## src/sv/nv12_pkg.sv

```systemverilog
// nv12_pkg: shared types and constants of the NV12 to BGR converter.
// No dependencies; used by every module of the block but nv12_ram.
package nv12_pkg;

   localparam int PIX_W      = 8;
   localparam int PPR_W      = 11;
   localparam int CSR_ADDR_W = 2;
   localparam int CSR_DATA_W = 32;
   localparam int PROD_W     = 18;
   localparam int SUM_W      = 20;

   localparam logic [PPR_W-1:0]      PPR_RESET          = 11'd320;
   localparam logic [CSR_ADDR_W-1:0] ADDR_PAIRS_PER_ROW = 2'd0;

   // BT.601 limited-range coefficients, 8 fractional bits
   localparam logic signed [10:0] OFFSET_Y = 11'sd16;
   localparam logic signed [10:0] OFFSET_C = 11'sd128;
   localparam logic signed [10:0] ROUND    = 11'sd128;
   localparam logic signed [10:0] COEF_Y   = 11'sd298;
   localparam logic signed [10:0] COEF_BU  = 11'sd516;
   localparam logic signed [10:0] COEF_GU  = 11'sd100;
   localparam logic signed [10:0] COEF_GV  = 11'sd208;
   localparam logic signed [10:0] COEF_RV  = 11'sd409;

   // one input pair, first field in the highest bits
   typedef struct packed {
      logic [PIX_W-1:0] chroma_red;
      logic [PIX_W-1:0] chroma_blue;
      logic [PIX_W-1:0] luma_right;
      logic [PIX_W-1:0] luma_left;
   } pair_type;

   // one result pair, first field in the highest bits
   typedef struct packed {
      logic [PIX_W-1:0] red_right;
      logic [PIX_W-1:0] green_right;
      logic [PIX_W-1:0] blue_right;
      logic [PIX_W-1:0] red_left;
      logic [PIX_W-1:0] green_left;
      logic [PIX_W-1:0] blue_left;
   } bgr_type;

endpackage

```

## src/sv/nv12_color.sv

```systemverilog
// nv12_color: two-stage BT.601 color math (products, then sums and clamp)
// ending in the output register. Depends on nv12_pkg.
module nv12_color (
   input  logic               clock,
   input  logic               reset,
   input  logic               in_valid,
   output logic               in_ready,
   input  nv12_pkg::pair_type in_pair,
   output logic               out_valid,
   input  logic               out_ready,
   output nv12_pkg::bgr_type  out_bgr
);

   localparam int PW = nv12_pkg::PROD_W;
   localparam int SW = nv12_pkg::SUM_W;

   // product stage
   logic                 prod_valid_ff, prod_valid_in;
   logic signed [PW-1:0] yl_ff, yr_ff, bu_ff, gu_ff, gv_ff, rv_ff;
   logic signed [8:0]    yl_off, yr_off, u_off, v_off;
   // output stage
   logic                 out_valid_ff, out_valid_in;
   nv12_pkg::bgr_type    out_bgr_ff, out_bgr_in;
   logic                 adv_prod, adv_out;
   logic signed [SW-1:0] b_l, g_l, r_l, b_r, g_r, r_r;

   function automatic logic [nv12_pkg::PIX_W-1:0] saturate(input logic signed [SW-1:0] s);
      logic [nv12_pkg::PIX_W-1:0] r;
      if (s[SW-1]) begin
         r = '0;
      end else if (|s[SW-2:16]) begin
         r = '1;
      end else begin
         r = s[15:8];
      end
      return r;
   endfunction

   assign adv_out  = !out_valid_ff || out_ready;
   assign adv_prod = !prod_valid_ff || adv_out;
   assign in_ready = adv_prod;

   always_comb begin
      yl_off = $signed({1'b0, in_pair.luma_left})   - 9'(nv12_pkg::OFFSET_Y);
      yr_off = $signed({1'b0, in_pair.luma_right})  - 9'(nv12_pkg::OFFSET_Y);
      u_off  = $signed({1'b0, in_pair.chroma_blue}) - 9'(nv12_pkg::OFFSET_C);
      v_off  = $signed({1'b0, in_pair.chroma_red})  - 9'(nv12_pkg::OFFSET_C);
      prod_valid_in = adv_prod ? in_valid : prod_valid_ff;
   end

   always_ff @(posedge clock) begin
      if (reset) begin
         prod_valid_ff <= 1'b0;
      end else begin
         prod_valid_ff <= prod_valid_in;
      end
   end

   always_ff @(posedge clock) begin
      if (adv_prod) begin
         yl_ff <= PW'(yl_off) * PW'(nv12_pkg::COEF_Y);
         yr_ff <= PW'(yr_off) * PW'(nv12_pkg::COEF_Y);
         bu_ff <= PW'(u_off)  * PW'(nv12_pkg::COEF_BU);
         gu_ff <= PW'(u_off)  * PW'(nv12_pkg::COEF_GU);
         gv_ff <= PW'(v_off)  * PW'(nv12_pkg::COEF_GV);
         rv_ff <= PW'(v_off)  * PW'(nv12_pkg::COEF_RV);
      end
   end

   always_comb begin
      b_l = SW'(yl_ff) + SW'(bu_ff) + SW'(nv12_pkg::ROUND);
      g_l = SW'(yl_ff) - SW'(gu_ff) - SW'(gv_ff) + SW'(nv12_pkg::ROUND);
      r_l = SW'(yl_ff) + SW'(rv_ff) + SW'(nv12_pkg::ROUND);
      b_r = SW'(yr_ff) + SW'(bu_ff) + SW'(nv12_pkg::ROUND);
      g_r = SW'(yr_ff) - SW'(gu_ff) - SW'(gv_ff) + SW'(nv12_pkg::ROUND);
      r_r = SW'(yr_ff) + SW'(rv_ff) + SW'(nv12_pkg::ROUND);
      out_bgr_in.blue_left   = saturate(b_l);
      out_bgr_in.green_left  = saturate(g_l);
      out_bgr_in.red_left    = saturate(r_l);
      out_bgr_in.blue_right  = saturate(b_r);
      out_bgr_in.green_right = saturate(g_r);
      out_bgr_in.red_right   = saturate(r_r);
      out_valid_in = adv_out ? prod_valid_ff : out_valid_ff;
   end

   always_ff @(posedge clock) begin
      if (reset) begin
         out_valid_ff <= 1'b0;
      end else begin
         out_valid_ff <= out_valid_in;
      end
   end

   always_ff @(posedge clock) begin
      if (adv_out) begin
         out_bgr_ff <= out_bgr_in;
      end
   end

   assign out_valid = out_valid_ff;
   assign out_bgr   = out_bgr_ff;

endmodule

```

## config.mk

```make
export PLATFORM = sky130hd
export DESIGN_NAME = nv12_color
export DESIGN_NICKNAME = d
export VERILOG_FILES = /design/src/sv/nv12_pkg.sv /design/src/sv/nv12_color.sv
export SDC_FILE = /design/constraint.sdc
export NUM_CORES = 1
export LEC_CHECK = 0
export BUFFER_PORTS_ARGS = -buffer_cell sky130_fd_sc_hd__buf_4
export CAP_MARGIN = 15
export CORE_UTILIZATION = 31
export DETAILED_ROUTE_END_ITERATION = 10
export PLACE_DENSITY = 0.53
export SYNTH_ARGS = -nofsm -noshare
export SYNTH_HDL_FRONTEND = slang
export SYNTH_SLANG_ARGS = --single-unit
```

## constraint.sdc

```tcl
create_clock -name clock -period 10 [get_ports clock]
set_clock_uncertainty 0.1 [all_clocks]
set_input_delay 1 -clock clock [delete_from_list [all_inputs] [get_ports clock]]
set_output_delay 1 -clock clock [all_outputs]
set_load 0.005 [all_outputs]
```

==> results.ini, run 1 <==
[run_status]
outcome = finished clean

[die]
ios = 86
dieWidth_microns = 226
fp.dieH_microns = 226
dieArea_sq_um = 51200
core_region_area_sq_um = 49300
start_util_pct = 31.7
fp-row-count = 81

[critical_path]
crit_path_start_kind = input port
r2r_start = yr_ff[6]
required_ns = 10.10
rr_worst_depth = 12
critPathMaxFanout = 7
r2r-end = out_bgr[36]
r2r_slack_ns = 5.57
arrival_ns = 5.48
endpoint_kind = register
critical_path_class = in2reg

[cts]
post_cts_resized = 0
clk_pin_slew_ns = 0.06
cts_tree = done
cts_sinks = 142
cts_root_buf = clkbuf_16
cts_buffers = 17
clkLatencyLatePin_ns = 0.45
cts_max_path_buffers = 2
post_cts_buffers = 0
hold_buffers = 0
cts_htree_levels = 4

[timing]
final_max_slew_viol_count = 0
period_share_pct = 53.8
clock.fmax_mhz = 186
worstMarginPinSlew_ns = 1.08
setup_tns_ns = 0
rsz0062_at_grt = false
setup_viol = 0
min_period_ns = 5.38
timing.final.hold_violations = 0
relSlewSlack_pct = 27.7

[layout]
final_area_sq_um = 17700
drive_gt1_share_pct = 9.18
nets = 2095
final_util_pct = 35.9
area_delta_synth_final_pct = 13.2
num_antenna_cells = 0

[synthesis]
syn-num-nets = 1989
synth_ff_type = edfxtp_1
synth_cells = 1483
synth.distinct_cells = 65
netlist_area_sq_um = 15600
synth-edff-count = 140
yosysWarningCount = 0
ys_seq_elements = 142
synthArstFlopShare_pct = 0
seq_area_frac_synth_pct = 27.2
synth_area_per_cell_sq_um = 10.5

[hold_path]
min_from = prod_valid_ff
whs_path_depth = 2
hold_path_end = out_valid
hp-class = reg2reg

[routing]
drtAntennaViolNets = 0
vias = 10500
wl_per_cell_microns = 15.2
wl_microns = 34500
drcViolationCount = 0
drtIter0Drc = 573
drt_first_pass_iters = 5
viasPerCell = 4.61

[global_route]
grt_pass1_vias = 10800
grtUsageTotal_pct = 14.4
grt_pass1_wl_microns = 56100
grt_max_degree = 49
grt_overflow = 0
antenna_found_initial = 0

[flow_run]
cap_violations = 0

[place]
dpl_cell_area_sq_um = 17100
portBuffers = 85
dp_hpwl_microns = 29800
gp_routability_congestion = 0.837

==> final cells by class <==
cell class	count	area, sq um
clock buffers	17	425
inverters	271	1020
multi-input cells	1069	10300
flip-flops and latches	142	4240
clock inverters	15	138
repair buffers	88	658
fillers	4910	31600
well taps	664	831
==> cell families (layout without fill, tap and decap cells) <==
logic type | Yosys count | count (layout) | synth area share, %
xor+xnor | 107 | 107 | 6.01
fa+ha+maj | 470 | 470 | 41.4
compound gates | 266 | 266 | 11.3
flops | 142 | 142 | 27.2
mux | 3 | 3 | 0.289
simple gates | 223 | 223 | 7.24
buf+inv | 272 | 391 | 6.54
==> registers in the layout, indices dropped and copies added (netlist names) <==
register	cells
bu_ff	13
gu_ff	15
gv_ff	12
out_bgr	48
out_valid	1
prod_valid_ff	1
rv_ff	18
yl_ff	17
yr_ff	17
==> synth_stat cells, types with 27 or more instances <==
| library cell | number | area share, % |
|---|---|---|
| ha_1 | 392 | 31 |
| inv_1 | 271 | 6.5 |
| edfxtp_1 | 140 | 27 |
| nor2_1 | 88 | 2.1 |
| a21oi_1 | 86 | 2.8 |
| fa_1 | 78 | 10 |
| xnor2_1 | 73 | 4.1 |
| xor2_1 | 34 | 1.9 |
| a21o_1 | 28 | 1.3 |
| o21a_1 | 28 | 1.3 |
| nor3_1 | 27 | 0.87 |
==> critical path, cell delays in order <==
cell	delay, ns
buf_4	0.12
inv_1	0.14
ha_1	0.21
nor3b_1	0.42
buf_2	0.29
ha_1	0.25
ha_1	0.28
inv_1	0.07
fa_1	0.51
fa_1	0.54
inv_1	0.04
ha_1	0.31
a21boi_1	0.15
o311a_1	0.31
o21a_1	0.19
o21a_1	0.19
o41a_1	0.32
xnor2_1	0.13
==> worst max-delay path by stage <==
stage | start | endpoint | slack, ns
after floorplan | in_pair[4] | yl_ff[17] | 4.27
after global placement | in_pair[4] | yl_ff[17] | 3.79
after detailed placement | in_pair[4] | yl_ff[17] | 3.68
after CTS | in_pair[4] | yl_ff[17] | 4.15
after global routing | in_pair[4] | yl_ff[16] | 4.36
final | in_pair[4] | yl_ff[17] | 4.62
==> routing by layer <==
metal / GRT usage [%] / up-vias / part of all wire (%)
met1: 18.7 / 4906 / 48
li1: - / 5380 / -
met5: 0 / - / 0
met3: 2.19 / 37 / 3.3
met2: 24.5 / 134 / 47
met4: 4.23 / 0 / 2.0
==> stage by stage <==
step	hold slack, ns	worst slack (ns)	std cells
after floorplan	0.363	4.27	1483
after global placement	0.421	3.79	2233
after detailed placement	0.427	3.68	2233
after CTS	0.438	4.15	2265
after global routing	0.497	4.36	2266
final	0.437	4.62	2266
==> cell usage in the layout, fill, tap and decap left out, types with 5 or more instances in the layout <==
cell / count
a21oi_1: 86
clkbuf_16: 17
or2_2: 6
nor3b_1: 5
inv_1: 270
a21o_1: 28
nand2_1: 25
inv_6: 7
nor3_1: 27
a31oi_1: 7
nor2b_1: 13
o21bai_1: 16
a211oi_1: 12
xnor2_1: 73
xor2_1: 34
nand2b_1: 11
and3_1: 7
nand4b_1: 5
a21boi_1: 5
o21a_1: 28
ha_1: 392
fa_1: 78
nor3_2: 8
nor2_1: 88
o21ai_0: 26
buf_4: 87
o21ai_1: 16
nand3_1: 9
edfxtp_1: 140
Power of run 1 is left out: the tool's default activity adds up to more than one toggle a clock period on the data nets, which glitch-free logic cannot reach.
==> inputs of run 2 (changes only) <==
==> constraint.sdc (replaced) <==
create_clock -name clock -period 5.5 [get_ports clock]
set_clock_uncertainty 0.1 [all_clocks]
set_input_delay 0.55 -clock clock [delete_from_list [all_inputs] [get_ports clock]]
set_output_delay 0.55 -clock clock [all_outputs]
set_load 0.005 [all_outputs]
==> run 2 against run 1 <==
  * Die area did not move
  * Critical path type unchanged
  * Flip-flop and latch count did not move
  * Wire length rose by 0.34%
  * Sequential share of layout area fell by 0.090 points
==> results.ini, run 2 (synthesized netlist as in run 1, its figures left out) <==
[critical_path]
startpoint = in_pair[4]
r2r_start = yr_ff[6]
arrival_ns = 4.84
critPathMaxFanout = 5
endpoint_kind = register
critical_path_class = in2reg
required_ns = 5.59
crit_path_start_kind = input port

[cts]
cts_htree_levels = 4
cts_tree = done
post_cts_buffers = 0
clkLatencyLatePin_ns = 0.45
cts_root_buf = clkbuf_16
cts_max_path_buffers = 2
cts_sinks = 142
clk_pin_slew_ns = 0.06
hold_buffers = 0
post_cts_resized = 0
cts_buffers = 17

[die]
ios = 86
fp-row-count = 81
start_util_pct = 31.7
fp.dieH_microns = 226
dieWidth_microns = 226
dieArea_sq_um = 51200
core_region_area_sq_um = 49300

[global_route]
grt_overflow = 0
grtUsageTotal_pct = 14.3
antenna_found_initial = 0
grt_pass1_wl_microns = 55800
grt_max_degree = 52
grt_pass1_vias = 10700

[timing]
min_period_ns = 4.75
relSlewSlack_pct = 29.1
worstMarginPinSlew_ns = 1.06
period_share_pct = 86.4
setup_viol = 0
setup_tns_ns = 0
timing.final.hold_violations = 0
rsz0062_at_grt = false
clock.fmax_mhz = 210
final_max_slew_viol_count = 0

[layout]
final_common_cell = ha_1
area_delta_synth_final_pct = 13.6
largest_reg_flops = 48
drive_gt1_share_pct = 9.18
num_antenna_cells = 0
layout_common_cells = ha_1, inv_1, edfxtp_1
nets = 2095

[routing]
drtIter0Drc = 440
vias = 10500
drt_first_pass_iters = 5
wl_per_cell_microns = 15.3
drtAntennaViolNets = 0
drcViolationCount = 0
viasPerCell = 4.63
wl_microns = 34700

[hold_path]
min_from = reset
hp-class = in2reg

[place]
dp_hpwl_microns = 29900
portBuffers = 85
gp_routability_congestion = 0.827

[run_status]
outcome = finished clean

[flow_run]
cap_violations = 0

[run 2: cell count changes in the layout (fill, tap and decap cells not counted), sizes merged]
| cell | previous run | this run |
|---|---|---|
| bufinv | 0 | 3 |
| clkinv | 1 | 3 |
| clkinvlp | 3 | 1 |
| inv | 282 | 279 |
[run 2: path summary, 6_finish.rpt]
kind / end / slack [ns] / cells past startpoint
worst max register to register: out_bgr[32] / 1.07 / 12
worst max-delay path: yl_ff[17] / 0.75 / 18
worst min-delay path: prod_valid_ff / 0.17 / 2
worst min register to register: out_valid / 0.45 / 2
[run 2: layout make-up]
type | count | area [sq um]
fill | 4898 | 31500
multi-input combinational | 1069 | 10300
sequential | 142 | 4240
inverter | 271 | 1020
tap | 664 | 831
timing repair buffer | 88 | 661
clock buffer | 17 | 425
clock inverter | 15 | 201
[run 2: worst max-delay path, cell delays in order]
cell	delay, ns
buf_4	0.12
inv_1	0.14
ha_1	0.20
xor2_1	0.36
ha_1	0.33
ha_1	0.30
ha_1	0.30
fa_1	0.51
ha_1	0.31
a21o_1	0.18
a21oi_1	0.21
nand2b_1	0.14
a21boi_1	0.08
o311a_1	0.31
o21a_1	0.19
o21a_1	0.18
o41a_1	0.32
xnor2_1	0.13
[run 2: metal layers]
metal	part of all wire (%)	global-route usage, %	routed length (microns)	vias to the layer above
li1	-	-	-	5388
met1	47	18.3	16300	4911
met2	47	24.6	16400	157
met3	3.6	2.28	1230	41
met4	2.0	4.49	687	0
met5	0	0	0	-
[run 2: per-stage QoR]
stage / hold slack [ns] / instance area [sq um] / utilization (%) / worst slack, ns / instances
floorplan: 0.363 / 15600 / - / 0.222 / 1483
global placement: 0.422 / 17100 / 34.7 / 0.424 / 2234
detailed placement: 0.444 / 17100 / 34.7 / 0.297 / 2234
CTS: 0.136 / 17700 / 36.0 / 0.750 / 2266
global route: 0.154 / 17700 / 36.0 / 0.413 / 2266
finish: 0.168 / 17700 / 36.0 / 0.749 / 2266
Power of run 2 is left out for the same reason.
==> inputs of run 3 (changes only) <==
==> config.mk (replaced) <==
export PLATFORM = sky130hd
export DESIGN_NAME = nv12_color
export DESIGN_NICKNAME = d
export VERILOG_FILES = /design/src/sv/nv12_pkg.sv /design/src/sv/nv12_color.sv
export SDC_FILE = /design/constraint.sdc
export NUM_CORES = 1
export LEC_CHECK = 0
export CAP_MARGIN = 15
export CORE_UTILIZATION = 30
export DETAILED_ROUTE_END_ITERATION = 10
export DONT_BUFFER_PORTS = 1
export PLACE_DENSITY = 0.51
export RECOVER_POWER = 50
export SYNTH_ARGS = -nofsm -noshare
export SYNTH_HDL_FRONTEND = slang
export SYNTH_SLANG_ARGS = --single-unit
==> run 3 against run 2 <==
  * The run now ends with capacitance limit, slew limit left
  * Critical path depth is 1 higher
  * Non-clock buffer count decreased by 84
  * Wire length increased by 1.3%
  * Core utilization decreased by 2.7 points
  * Fmax up 3.2%
  * Global-route usage fell by 0.55 points
  * Worst setup slack improved by 0.15 ns
  * Critical path type unchanged
  * Highest routed layer unchanged
==> results.ini, run 3 (synthesized netlist as in run 1, its figures left out) <==
[run_status]
outcome = finished with violations
violations = capacitance limit, slew limit

[global_route]
grt_pass1_wl_microns = 56000
antenna_found_initial = 0
grt_pass1_vias = 10400
grtUsageTotal_pct = 13.8
grt_max_degree = 50
grt_overflow = 0

[critical_path]
r2r_start = yr_ff[6]
cp.buffers_inverters = 3
r2r-end = out_bgr[33]
critical-path-slowest-cell = fa_1
endpoint_kind = register
rr_worst_depth = 12
critPathMaxFanout = 5
crit_family = adder cells
crit_path_start_kind = input port
required_ns = 5.60
r2r_slack_ns = 1.07
crit_chain = inv_1 -> ha_1 -> xor2_1 -> ha_1 -> ha_1 -> ha_1 -> inv_1 -> fa_1 -> inv_1 -> ha_1 -> a21o_1 -> a21oi_1 -> nand2b_1 -> a21boi_0 -> o311a_1 -> o21a_1 -> o21ai_1 -> nor2b_1 -> xnor2_1
slowest_delay_ns = 0.58
cp_common_cell = ha_1
arrival_ns = 4.70
critical_path_class = in2reg

[layout]
regArea_sq_um = 4240
instances_no_fill = 2198
num_antenna_cells = 0
final_util_pct = 33.3
n_fill_cell = 5227
drive_gt1_share_pct = 3.95
multi_input_area_sq_um = 10300
largest_reg_flops = 48
area_delta_synth_final_pct = 9.44
final_common_cell = ha_1
nets = 2011
layout_common_cells = ha_1, inv_1, edfxtp_1

[timing]
timing.final.hold_violations = 0
min_period_ns = 4.60
whs_ns = 0.0674
clock.fmax_mhz = 217
period_share_pct = 83.7
setup_tns_ns = 0
worstMarginPinSlew_ns = 2.35
setup_viol = 0
rsz0062_at_grt = false
relSlewSlack_pct = -56.6
final_max_slew_viol_count = 92

[cts]
cts_sinks = 142
cts_root_buf = clkbuf_16
hold_buffers = 0
cts_tree = done
clkLatencyLatePin_ns = 0.46
cts_buffers = 17
clk_pin_slew_ns = 0.06
cts_htree_levels = 4
post_cts_buffers = 0
cts_max_path_buffers = 2
post_cts_resized = 0

[routing]
drtAntennaViolNets = 0
vias = 10200
wl_microns = 35100
viasPerCell = 4.64
drtIter0Drc = 470
drcViolationCount = 0
drt_first_pass_iters = 5
wl_per_cell_microns = 16.0

[place]
placed_cells = 2165
gp_routability_congestion = 0.820
dp_hpwl_microns = 30200
portBuffers = 0

[die]
ios = 86
fp-row-count = 83
start_util_pct = 30.4
dieWidth_microns = 230
fp.dieH_microns = 230
core_region_area_sq_um = 51300
dieArea_sq_um = 52900

[hold_path]
hold_path_end = out_valid
min_from = reset
whs_path_depth = 1
hp-class = in2reg

[flow_run]
cap_violations = 2

[run 3: worst max-delay path by stage]
stage / cells after the start / end / start / slack (ns)
2_1_floorplan: 17 / yl_ff[17] / in_pair[4] / 0.22
3_3_place_gp: 17 / yl_ff[17] / in_pair[4] / 0.54
3_5_place_dp: 19 / yr_ff[15] / in_pair[12] / 0.46
4_1_cts: 19 / yr_ff[15] / in_pair[12] / 0.94
5_1_grt: 19 / yr_ff[15] / in_pair[12] / 0.61
6_report: 19 / yr_ff[15] / in_pair[12] / 0.90
[run 3: routing by layer]
layer	wire length [microns]	vias up	global-route usage, %
met4	619	0	3.83
met5	0	-	0
met1	16800	4838	17.6
met2	16600	108	23.5
li1	-	5217	-
met3	1160	29	2.63
[run 3: worst register-to-register path: stages (launching register included)]
cell      delay (ns)
edfxtp_1        0.52
fa_1            0.52
ha_1            0.30
ha_1            0.34
a2111o_1        0.46
a211oi_1        0.33
o21ba_2         0.24
o31a_1          0.23
and2b_1         0.18
o21ai_1         0.07
a21oi_1         0.17
xor2_1          0.58
a21oi_1         0.09
[run 3: cell type report]
type                       instances  share of cell area, %
clock buffer                      17                   2.49
clock inverter                    15                   1.02
inverter                         271                   5.96
multi-input combinational       1069                   60.5
sequential                       142                   24.9
tap                              680                   4.98
timing repair buffer               4                  0.154
[run 3: metrics by stage]
step	worst slack [ns]	area [sq um]
after global placement	0.542	16500
after global routing	0.606	17100
after detailed placement	0.460	16500
final	0.897	17100
after floorplan	0.222	15600
after CTS	0.943	17100
Power of run 3 is left out for the same reason.
